===== src/hw/rtl/stcfp_pkg.sv =====
// Shared constants, types and helpers of the serial text command and frame parser.
package stcfp_pkg;

  localparam int PATTERN_LEN   = 11;
  localparam int CMD_LEN       = 11;
  localparam int HEADER_LEN    = 8;
  localparam int FRAME_TRAILER = 2;
  localparam int LEN_LO_IDX    = 6;
  localparam int LEN_HI_IDX    = 7;
  localparam int FILL_W        = $clog2(PATTERN_LEN + 1);
  localparam int HDR_IDX_W     = $clog2(HEADER_LEN);
  localparam int COUNT_W       = 17;

  localparam logic [7:0]           PREAMBLE_RESET = 8'hAA;
  localparam logic [COUNT_W-1:0]   COUNT_MAX      = '1;
  localparam logic [8*CMD_LEN-1:0] ALIVE_CMD      = "AREYOULIVE?";
  localparam logic [8*CMD_LEN-1:0] STATUS_CMD     = "ISSENSOROK?";

  typedef enum logic [1:0] {
    ACT_ALIVE       = 2'd0,
    ACT_STATUS_REQ  = 2'd1,
    ACT_SENSOR_OK   = 2'd2,
    ACT_FORWARD_CAN = 2'd3
  } action_t;

  typedef struct packed {
    logic alive;
    logic status;
  } text_hit_t;

  typedef struct packed {
    logic                      done;
    logic [8*HEADER_LEN-1:0]   header;
  } frame_end_t;

  // Character idx of a command, first character first; zero past its end.
  function automatic logic [7:0] cmd_char(input logic [8*CMD_LEN-1:0] cmd, input int idx);
    logic [7:0] ch;
    ch = 8'h00;
    if (idx < CMD_LEN) begin
      ch = cmd[8*(CMD_LEN-1-idx) +: 8];
    end
    return ch;
  endfunction

endpackage


===== src/hw/rtl/serial_text_command_and_frame_parser_unit.sv =====
// Top level: input register, mode control and result register of the parser.
//
//   channel   | handshake                 | payload
//   ----------+---------------------------+---------------------
//   input     | in_valid / in_ready       | rx_byte
//   result    | out_valid / out_ready     | action, can_payload
//   config    | cfg_we (no wait)          | cfg_wdata (preamble)
//
// One byte per cycle sustained while results are taken; a byte transfers into the input
// register, and its result is then registered from there into the result register.
// Reset clears the mode, wait flag, counters and both valid flags, and loads
// the preamble register with its default.
// While the result register holds an untaken result, the input register
// advances only in the cycle the result transfers; in_ready falls once it is full.
module serial_text_command_and_frame_parser_unit (
  input  logic        clk,
  input  logic        rst,
  input  logic        in_valid,
  output logic        in_ready,
  input  logic [7:0]  rx_byte,
  output logic        out_valid,
  input  logic        out_ready,
  output logic [1:0]  action,
  output logic [63:0] can_payload,
  input  logic        cfg_we,
  input  logic [7:0]  cfg_wdata
);
  import stcfp_pkg::*;

  logic [7:0]              preamble;
  logic                    s1_valid;
  logic [7:0]              s1_byte;
  logic                    framing_active;
  logic                    awaiting;
  logic                    advance;
  logic                    is_pre;
  logic                    text_step;
  logic                    frame_start;
  logic                    frame_step;
  text_hit_t               hit;
  frame_end_t              fin;
  logic                    res_valid;
  action_t                 res_action;
  logic [8*HEADER_LEN-1:0] res_payload;
  logic                    framing_next;
  logic                    awaiting_next;
  action_t                 out_action;

  assign advance     = s1_valid && (!out_valid || out_ready);
  assign in_ready    = !s1_valid || advance;
  assign is_pre      = (s1_byte == preamble);
  assign text_step   = advance && !framing_active && !is_pre;
  assign frame_start = advance && !framing_active && is_pre;
  assign frame_step  = advance && framing_active;

  stcfp_text u_text (
    .clk     (clk),
    .rst     (rst),
    .step    (text_step),
    .clear   (frame_start),
    .rx_byte (s1_byte),
    .hit     (hit)
  );

  stcfp_frame u_frame (
    .clk     (clk),
    .rst     (rst),
    .start   (frame_start),
    .step    (frame_step),
    .rx_byte (s1_byte),
    .fin     (fin)
  );

  always_comb begin
    res_valid     = 1'b0;
    res_action    = ACT_ALIVE;
    res_payload   = '0;
    framing_next  = framing_active;
    awaiting_next = awaiting;
    if (frame_start) begin
      framing_next = 1'b1;
    end
    if (hit.alive) begin
      res_valid  = 1'b1;
      res_action = ACT_ALIVE;
    end else if (hit.status) begin
      res_valid     = 1'b1;
      res_action    = ACT_STATUS_REQ;
      awaiting_next = 1'b1;
    end else if (fin.done) begin
      res_valid    = 1'b1;
      framing_next = 1'b0;
      if (awaiting) begin
        res_action    = ACT_SENSOR_OK;
        awaiting_next = 1'b0;
      end else begin
        res_action  = ACT_FORWARD_CAN;
        res_payload = fin.header;
      end
    end
  end

  always_ff @(posedge clk) begin
    if (rst) begin
      preamble       <= PREAMBLE_RESET;
      s1_valid       <= 1'b0;
      framing_active <= 1'b0;
      awaiting       <= 1'b0;
      out_valid      <= 1'b0;
    end else begin
      if (cfg_we) begin
        preamble <= cfg_wdata;
      end
      if (in_ready) begin
        s1_valid <= in_valid;
      end
      framing_active <= framing_next;
      awaiting       <= awaiting_next;
      // drop the result on transfer unless a new one replaces it
      if (advance) begin
        out_valid <= res_valid;
      end else if (out_ready) begin
        out_valid <= 1'b0;
      end
    end
  end

  always_ff @(posedge clk) begin
    if (in_valid && in_ready) begin
      s1_byte <= rx_byte;
    end
    if (advance && res_valid) begin
      out_action  <= res_action;
      can_payload <= res_payload;
    end
  end

  assign action = out_action;

endmodule


===== src/hw/rtl/stcfp_text.sv =====
// Sliding text window with fill count and fixed command matchers.
module stcfp_text (
  input  logic                  clk,
  input  logic                  rst,
  input  logic                  step,
  input  logic                  clear,
  input  logic [7:0]            rx_byte,
  output stcfp_pkg::text_hit_t  hit
);
  import stcfp_pkg::*;

  logic [7:0]        window      [PATTERN_LEN];
  logic [7:0]        window_next [PATTERN_LEN];
  logic [FILL_W-1:0] fill;
  logic [FILL_W-1:0] fill_inc;
  logic [FILL_W-1:0] fill_next;
  logic              full;
  logic              alive_eq;
  logic              status_eq;

  always_comb begin
    for (int i = 0; i < PATTERN_LEN - 1; i++) begin
      window_next[i] = window[i+1];
    end
    window_next[PATTERN_LEN-1] = rx_byte;

    fill_inc = (fill < FILL_W'(PATTERN_LEN)) ? fill + 1'b1 : fill;
    full     = (fill_inc >= FILL_W'(PATTERN_LEN));

    alive_eq  = 1'b1;
    status_eq = 1'b1;
    for (int i = 0; i < PATTERN_LEN; i++) begin
      if (window_next[i] != cmd_char(ALIVE_CMD, i)) begin
        alive_eq = 1'b0;
      end
      if (window_next[i] != cmd_char(STATUS_CMD, i)) begin
        status_eq = 1'b0;
      end
    end

    // alive command has priority over the status command
    hit.alive  = step && full && alive_eq;
    hit.status = step && full && !alive_eq && status_eq;

    fill_next = fill;
    if (clear) begin
      fill_next = '0;
    end else if (step) begin
      fill_next = (hit.alive || hit.status) ? '0 : fill_inc;
    end
  end

  always_ff @(posedge clk) begin
    if (rst) begin
      fill <= '0;
    end else begin
      fill <= fill_next;
    end
  end

  // window contents only count once fill reaches the pattern length
  always_ff @(posedge clk) begin
    if (step) begin
      window <= window_next;
    end
  end

endmodule


===== src/hw/rtl/stcfp_frame.sv =====
// Frame byte counter, header store and frame end detection.
module stcfp_frame (
  input  logic                   clk,
  input  logic                   rst,
  input  logic                   start,
  input  logic                   step,
  input  logic [7:0]             rx_byte,
  output stcfp_pkg::frame_end_t  fin
);
  import stcfp_pkg::*;

  logic [COUNT_W-1:0] count;
  logic [COUNT_W-1:0] count_inc;
  logic [COUNT_W-1:0] count_next;
  logic [COUNT_W-1:0] end_at;
  logic [15:0]        dlen;
  logic [7:0]         header      [HEADER_LEN];
  logic [7:0]         header_next [HEADER_LEN];

  always_comb begin
    header_next = header;
    if (start) begin
      header_next[0] = rx_byte;
    end else if (step && (count < COUNT_W'(HEADER_LEN))) begin
      header_next[count[HDR_IDX_W-1:0]] = rx_byte;
    end

    count_inc = (count != COUNT_MAX) ? count + 1'b1 : count;
    dlen      = {header_next[LEN_HI_IDX], header_next[LEN_LO_IDX]};
    // end point is always past the header, so the length bytes are final here
    end_at    = COUNT_W'(HEADER_LEN + FRAME_TRAILER) + COUNT_W'(dlen);
    fin.done  = step && (count_inc >= end_at);

    for (int i = 0; i < HEADER_LEN; i++) begin
      fin.header[8*i +: 8] = header_next[i];
    end

    count_next = count;
    if (start) begin
      count_next = COUNT_W'(1);
    end else if (step) begin
      count_next = fin.done ? '0 : count_inc;
    end
  end

  always_ff @(posedge clk) begin
    if (rst) begin
      count <= '0;
    end else begin
      count <= count_next;
    end
  end

  always_ff @(posedge clk) begin
    header <= header_next;
  end

endmodule


===== config.mk =====
export PLATFORM = sky130hd
export DESIGN_NAME = serial_text_command_and_frame_parser_unit
export DESIGN_NICKNAME = d
export VERILOG_FILES = /design/src/hw/rtl/stcfp_pkg.sv /design/src/hw/rtl/serial_text_command_and_frame_parser_unit.sv /design/src/hw/rtl/stcfp_text.sv /design/src/hw/rtl/stcfp_frame.sv
export SDC_FILE = /design/constraint.sdc
export NUM_CORES = 1
export LEC_CHECK = 0
export BUFFER_PORTS_ARGS = -buffer_cell sky130_fd_sc_hd__buf_2
export CORE_ASPECT_RATIO = 0.8
export CORE_MARGIN = 5
export CORE_UTILIZATION = 53
export CTS_CLUSTER_DIAMETER = 100
export DETAILED_ROUTE_END_ITERATION = 8
export PLACE_DENSITY = 0.75
export SYNTH_ARGS = -nofsm -noshare
export SYNTH_HDL_FRONTEND = slang
export SYNTH_SLANG_ARGS = --single-unit

===== constraint.sdc =====
create_clock -name clk -period 9.9 [get_ports clk]
set_input_delay 0.495 -clock clk [delete_from_list [all_inputs] [get_ports clk]]
set_output_delay 0.495 -clock clk [all_outputs]
set_load 0.03 [all_outputs]

==> impl_metrics.ini <==
[setup_path]
worstRegToRegCells = 17
path_depth = 17
crit_type = reg2reg
cpMaxStageDelayCell = nor4_4
r2r-start = u_frame.count[9]$_SDFFE_PP0P_
worstPathArrival_ps = 6160
worst_path_most_repeated_cell = nor4_1
cpLargestDelayFamily = simple AND/OR/NAND/NOR gates
crit_path_end_kind = flip-flop
worstPathMaxFanout = 65
path_cells = nor4_1 > nand4_1 > nor4_4 > mux2_2 > ha_1 > o21ai_1 > nor4_1 > xnor2_1 > ha_1 > nand4_1 > nor4_1 > a211oi_1 > o221ai_1 > a21oi_1 > or3_2 > buf_4 > nor2b_1
start_kind = flip-flop
critPathRequiredTime_ps = 10140
reg2reg_slack_ps = 3970
cp_slowest_stage_delay_ps = 760
r2r-end = can_payload[14]$_SDFFCE_PP0P_
path_buf_inv = 1

[synth]
synth-edff-count = 154
synth_top_area_share_pct = 45.5
async_flop_share_pct = 0
synth-seq-cells = 251
synth_area_leader_cell = edfxtp_1
yosys-top-cells-area = edfxtp_1, dfxtp_1, mux2_2, nor2b_1, ha_1
synth_cell_types = 53
synth_ff_type = edfxtp_1
postSynthCellCount = 771
synth_nets = 812
avgSynthCellArea_um2 = 13.2
ys_warn_count = 0
syn_area_mm2 = 0.0102
ys_seq_area_share_pct = 64.7

[detailed_routing]
first_pass_iters = 5
drc_errors = 0
drt-total-wl_um = 20700
routedWlPerCell_um = 18.3
via_count = 6160
postRouteAntennaNets = 0
drtIter0Drc = 492
viasPerCell = 5.43

[cts]
clock_sinks = 251
cts_hold_buf = 0
path_clk_slew_ps = 60
cts.repair.resized = 0
cts_setup_buffers = 0
cts_buffer_depth = 3
clk_latency_ps = 520
htreeDepth = 1
cts_tree = yes
cts_buffers = 24
cts_root_buffer = clkbuf_16

[global_route]
antenna_found_initial = 0
grt_pass1_vias = 5896
track_usage_pct = 18.6
grt_pass1_wl_um = 32300
grt_max_degree = 81
grt_overflow_total = 0

[timing]
setup_viol = 0
period_share_pct = 59.9
finalClockSkew_ps = 10.6
max-slew-margin-rel_pct = 28.1
slew_viol_final = 0
clock.fmax_mhz = 169
worstMarginPinSlew_ps = 1070
min_period_ps = 5930
rsz0062_at_grt = no
setup_tns_ps = 0
hold_viol_final = 0

[worst_hold_path]
hold_start = rx_byte[2]
hp-class = in2reg
hold_end = s1_byte[2]$_DFFE_PP_
holdPathStages = 1

[placement]
io_buffers = 88
hpwl_um = 13900
gp_congestion = 0.889

[floorplan]
die_h_um = 134
fp-row-count = 45
fp.coreArea_mm2 = 0.0189
top_level_ports = 89
initial_utilization_pct = 53.7
die-area_mm2 = 0.0220
dieWidth_um = 165

[pwr]
pwr_density_cell_mw_per_mm2 = 177
p_comb_share_pct = 2.1
p_clk_share_pct = 43.3
total_power_mw = 2.06
p_leak_nw = 3.94
ir_drop_uv = 135
seqPwrFrac_pct = 54.6
power.internal_mw = 1.64
p_sw_share_pct = 20.2
switchingPower_mw = 0.417

[run_status]
status = finished clean

[cells_and_area]
fillers = 1476
area_growth_pct = 14.5
nets = 900
diodes = 0
drive_above_1_share_pct = 22.7

[run]
drv_cap = 0
==> worst max-delay path by stage <==
stage / from / endpoint / slack (ps)
floorplan: u_frame.count[3]$_SDFFE_PP0P_ / action[0]$_SDFFCE_PP0P_ / 700
finish: u_frame.count[9]$_SDFFE_PP0P_ / can_payload[14]$_SDFFCE_PP0P_ / 3970
CTS: u_frame.count[3]$_SDFFE_PP0P_ / can_payload[19]$_SDFFCE_PP0P_ / 3980
global route: u_frame.count[9]$_SDFFE_PP0P_ / can_payload[14]$_SDFFCE_PP0P_ / 3580
global placement: u_frame.count[3]$_SDFFE_PP0P_ / can_payload[10]$_SDFFCE_PP0P_ / 4200
detailed placement: u_frame.count[3]$_SDFFE_PP0P_ / can_payload[29]$_SDFFCE_PP0P_ / 4010
==> state kept, by name, indices dropped and copies added, names as in the netlist, 2 cells and up <==
name and flops:
can_payload 64, preamble 8, u_text.fill 4, s1_byte 8
u_frame.count 17, action 2, u_frame.header 64, u_text.window 80
==> layer usage <==
| metal | wire length (um) | part of all wire [%] | global-route usage [%] |
|---|---|---|---|
| met1 | 10000 | 48 | 28.5 |
| met2 | 9220 | 44 | 27.6 |
| met3 | 1060 | 5.1 | 3.16 |
| met4 | 424 | 2.0 | 4.67 |
| met5 | 0 | 0 | 0 |
==> synthesized netlist by cell type (all sizes together), types with 8 or more instances <==
| cell type | instances |
|---|---|
| nor2b | 62 |
| nor4 | 24 |
| clkbuf | 26 |
| mux2 | 58 |
| nand4 | 16 |
| edfxtp | 154 |
| o21ai | 8 |
| xnor2 | 27 |
| ha | 20 |
| nand2 | 38 |
| a21oi | 15 |
| nor4b | 9 |
| dfxtp | 97 |
| nor3 | 13 |
| xor2 | 19 |
| mux2i | 15 |
| nand3 | 27 |
| inv | 17 |
| nor2 | 57 |
==> worst reg2reg max path, delay by kind of cell, from the launching register on <==
kind | cells | cell delay, ps
compound gates | 4 | 1260
xor+xnor | 1 | 220
fa+ha+maj | 2 | 520
buf+inv | 1 | 550
flops | 1 | 390
mux | 1 | 450
simple gates | 8 | 2270
==> kinds of logic (layout without fill, tap and decap cells) <==
kind of cell	Yosys count	in the layout	share of synthesized area [%]
buffers and inverters	50	156	1.98
AO/OA/AOI/OAI	46	46	2.94
adder cells (fa/ha/maj)	20	20	2.46
AND/OR/NAND/NOR	285	285	16.0
flip-flops	251	251	64.7
XOR/XNOR	46	46	3.97
multiplexers	73	73	7.98
==> power by group through the flow <==
stage,Combinational (mW),Clock (mW),Sequential [mW]
floorplan,0.0281,0,1.14
global placement,0.0419,0,1.15
detailed placement,0.0424,0,1.15
CTS,0.0428,0.908,1.12
global route,0.0463,0.961,1.12
finish,0.0426,0.893,1.12
==> stage by stage <==
step / instances / setup WS, ps / cell area (um2) / utilization [%] / hold slack, ps
2_1_floorplan: 771 / 703 / 10200 / - / 417
3_5_place_dp: 1091 / 4010 / 10800 / 57.3 / 432
4_1_cts: 1135 / 3980 / 11600 / 61.4 / 135
5_1_grt: 1135 / 3580 / 11600 / 61.4 / 127
6_report: 1135 / 3970 / 11600 / 61.4 / 153
3_3_place_gp: 1091 / 4200 / 10800 / 57.3 / 429
==> cells in the final DEF (no fill, tap or decap), types with 3 or more instances in the layout <==
master	n
or2_2	3
a211o_1	4
nor3_1	13
mux2_2	56
xnor2_1	27
a21oi_1	15
a21o_1	6
nor4_1	21
ha_1	20
nand2_1	38
nor4b_1	8
nand4b_1	6
clkinv_1	4
nor2_1	57
edfxtp_1	154
nor2b_1	62
nor3b_1	3
nor4bb_1	3
inv_1	16
dfxtp_1	97
or3_1	3
mux2i_1	15
clkbuf_1	8
nand4_1	16
buf_4	7
and3_1	7
or4_1	3
clkbuf_16	26
o21ai_0	5
xor2_1	19
nand2b_1	3
nand3_1	26
buf_2	88
==> area by class of cell <==
type / instances / area, um2 / area share (%)
multi-input cells: 470 / 3400 / 29.2
inverters: 17 / 63.8 / 0.549
clock inverters: 9 / 82.6 / 0.711
repair buffers: 95 / 493 / 4.24
clock buffers: 35 / 694 / 5.97
flip-flops and latches: 251 / 6570 / 56.5
well taps: 258 / 323 / 2.78
Note: power is estimated with default switching activity, not from simulation.
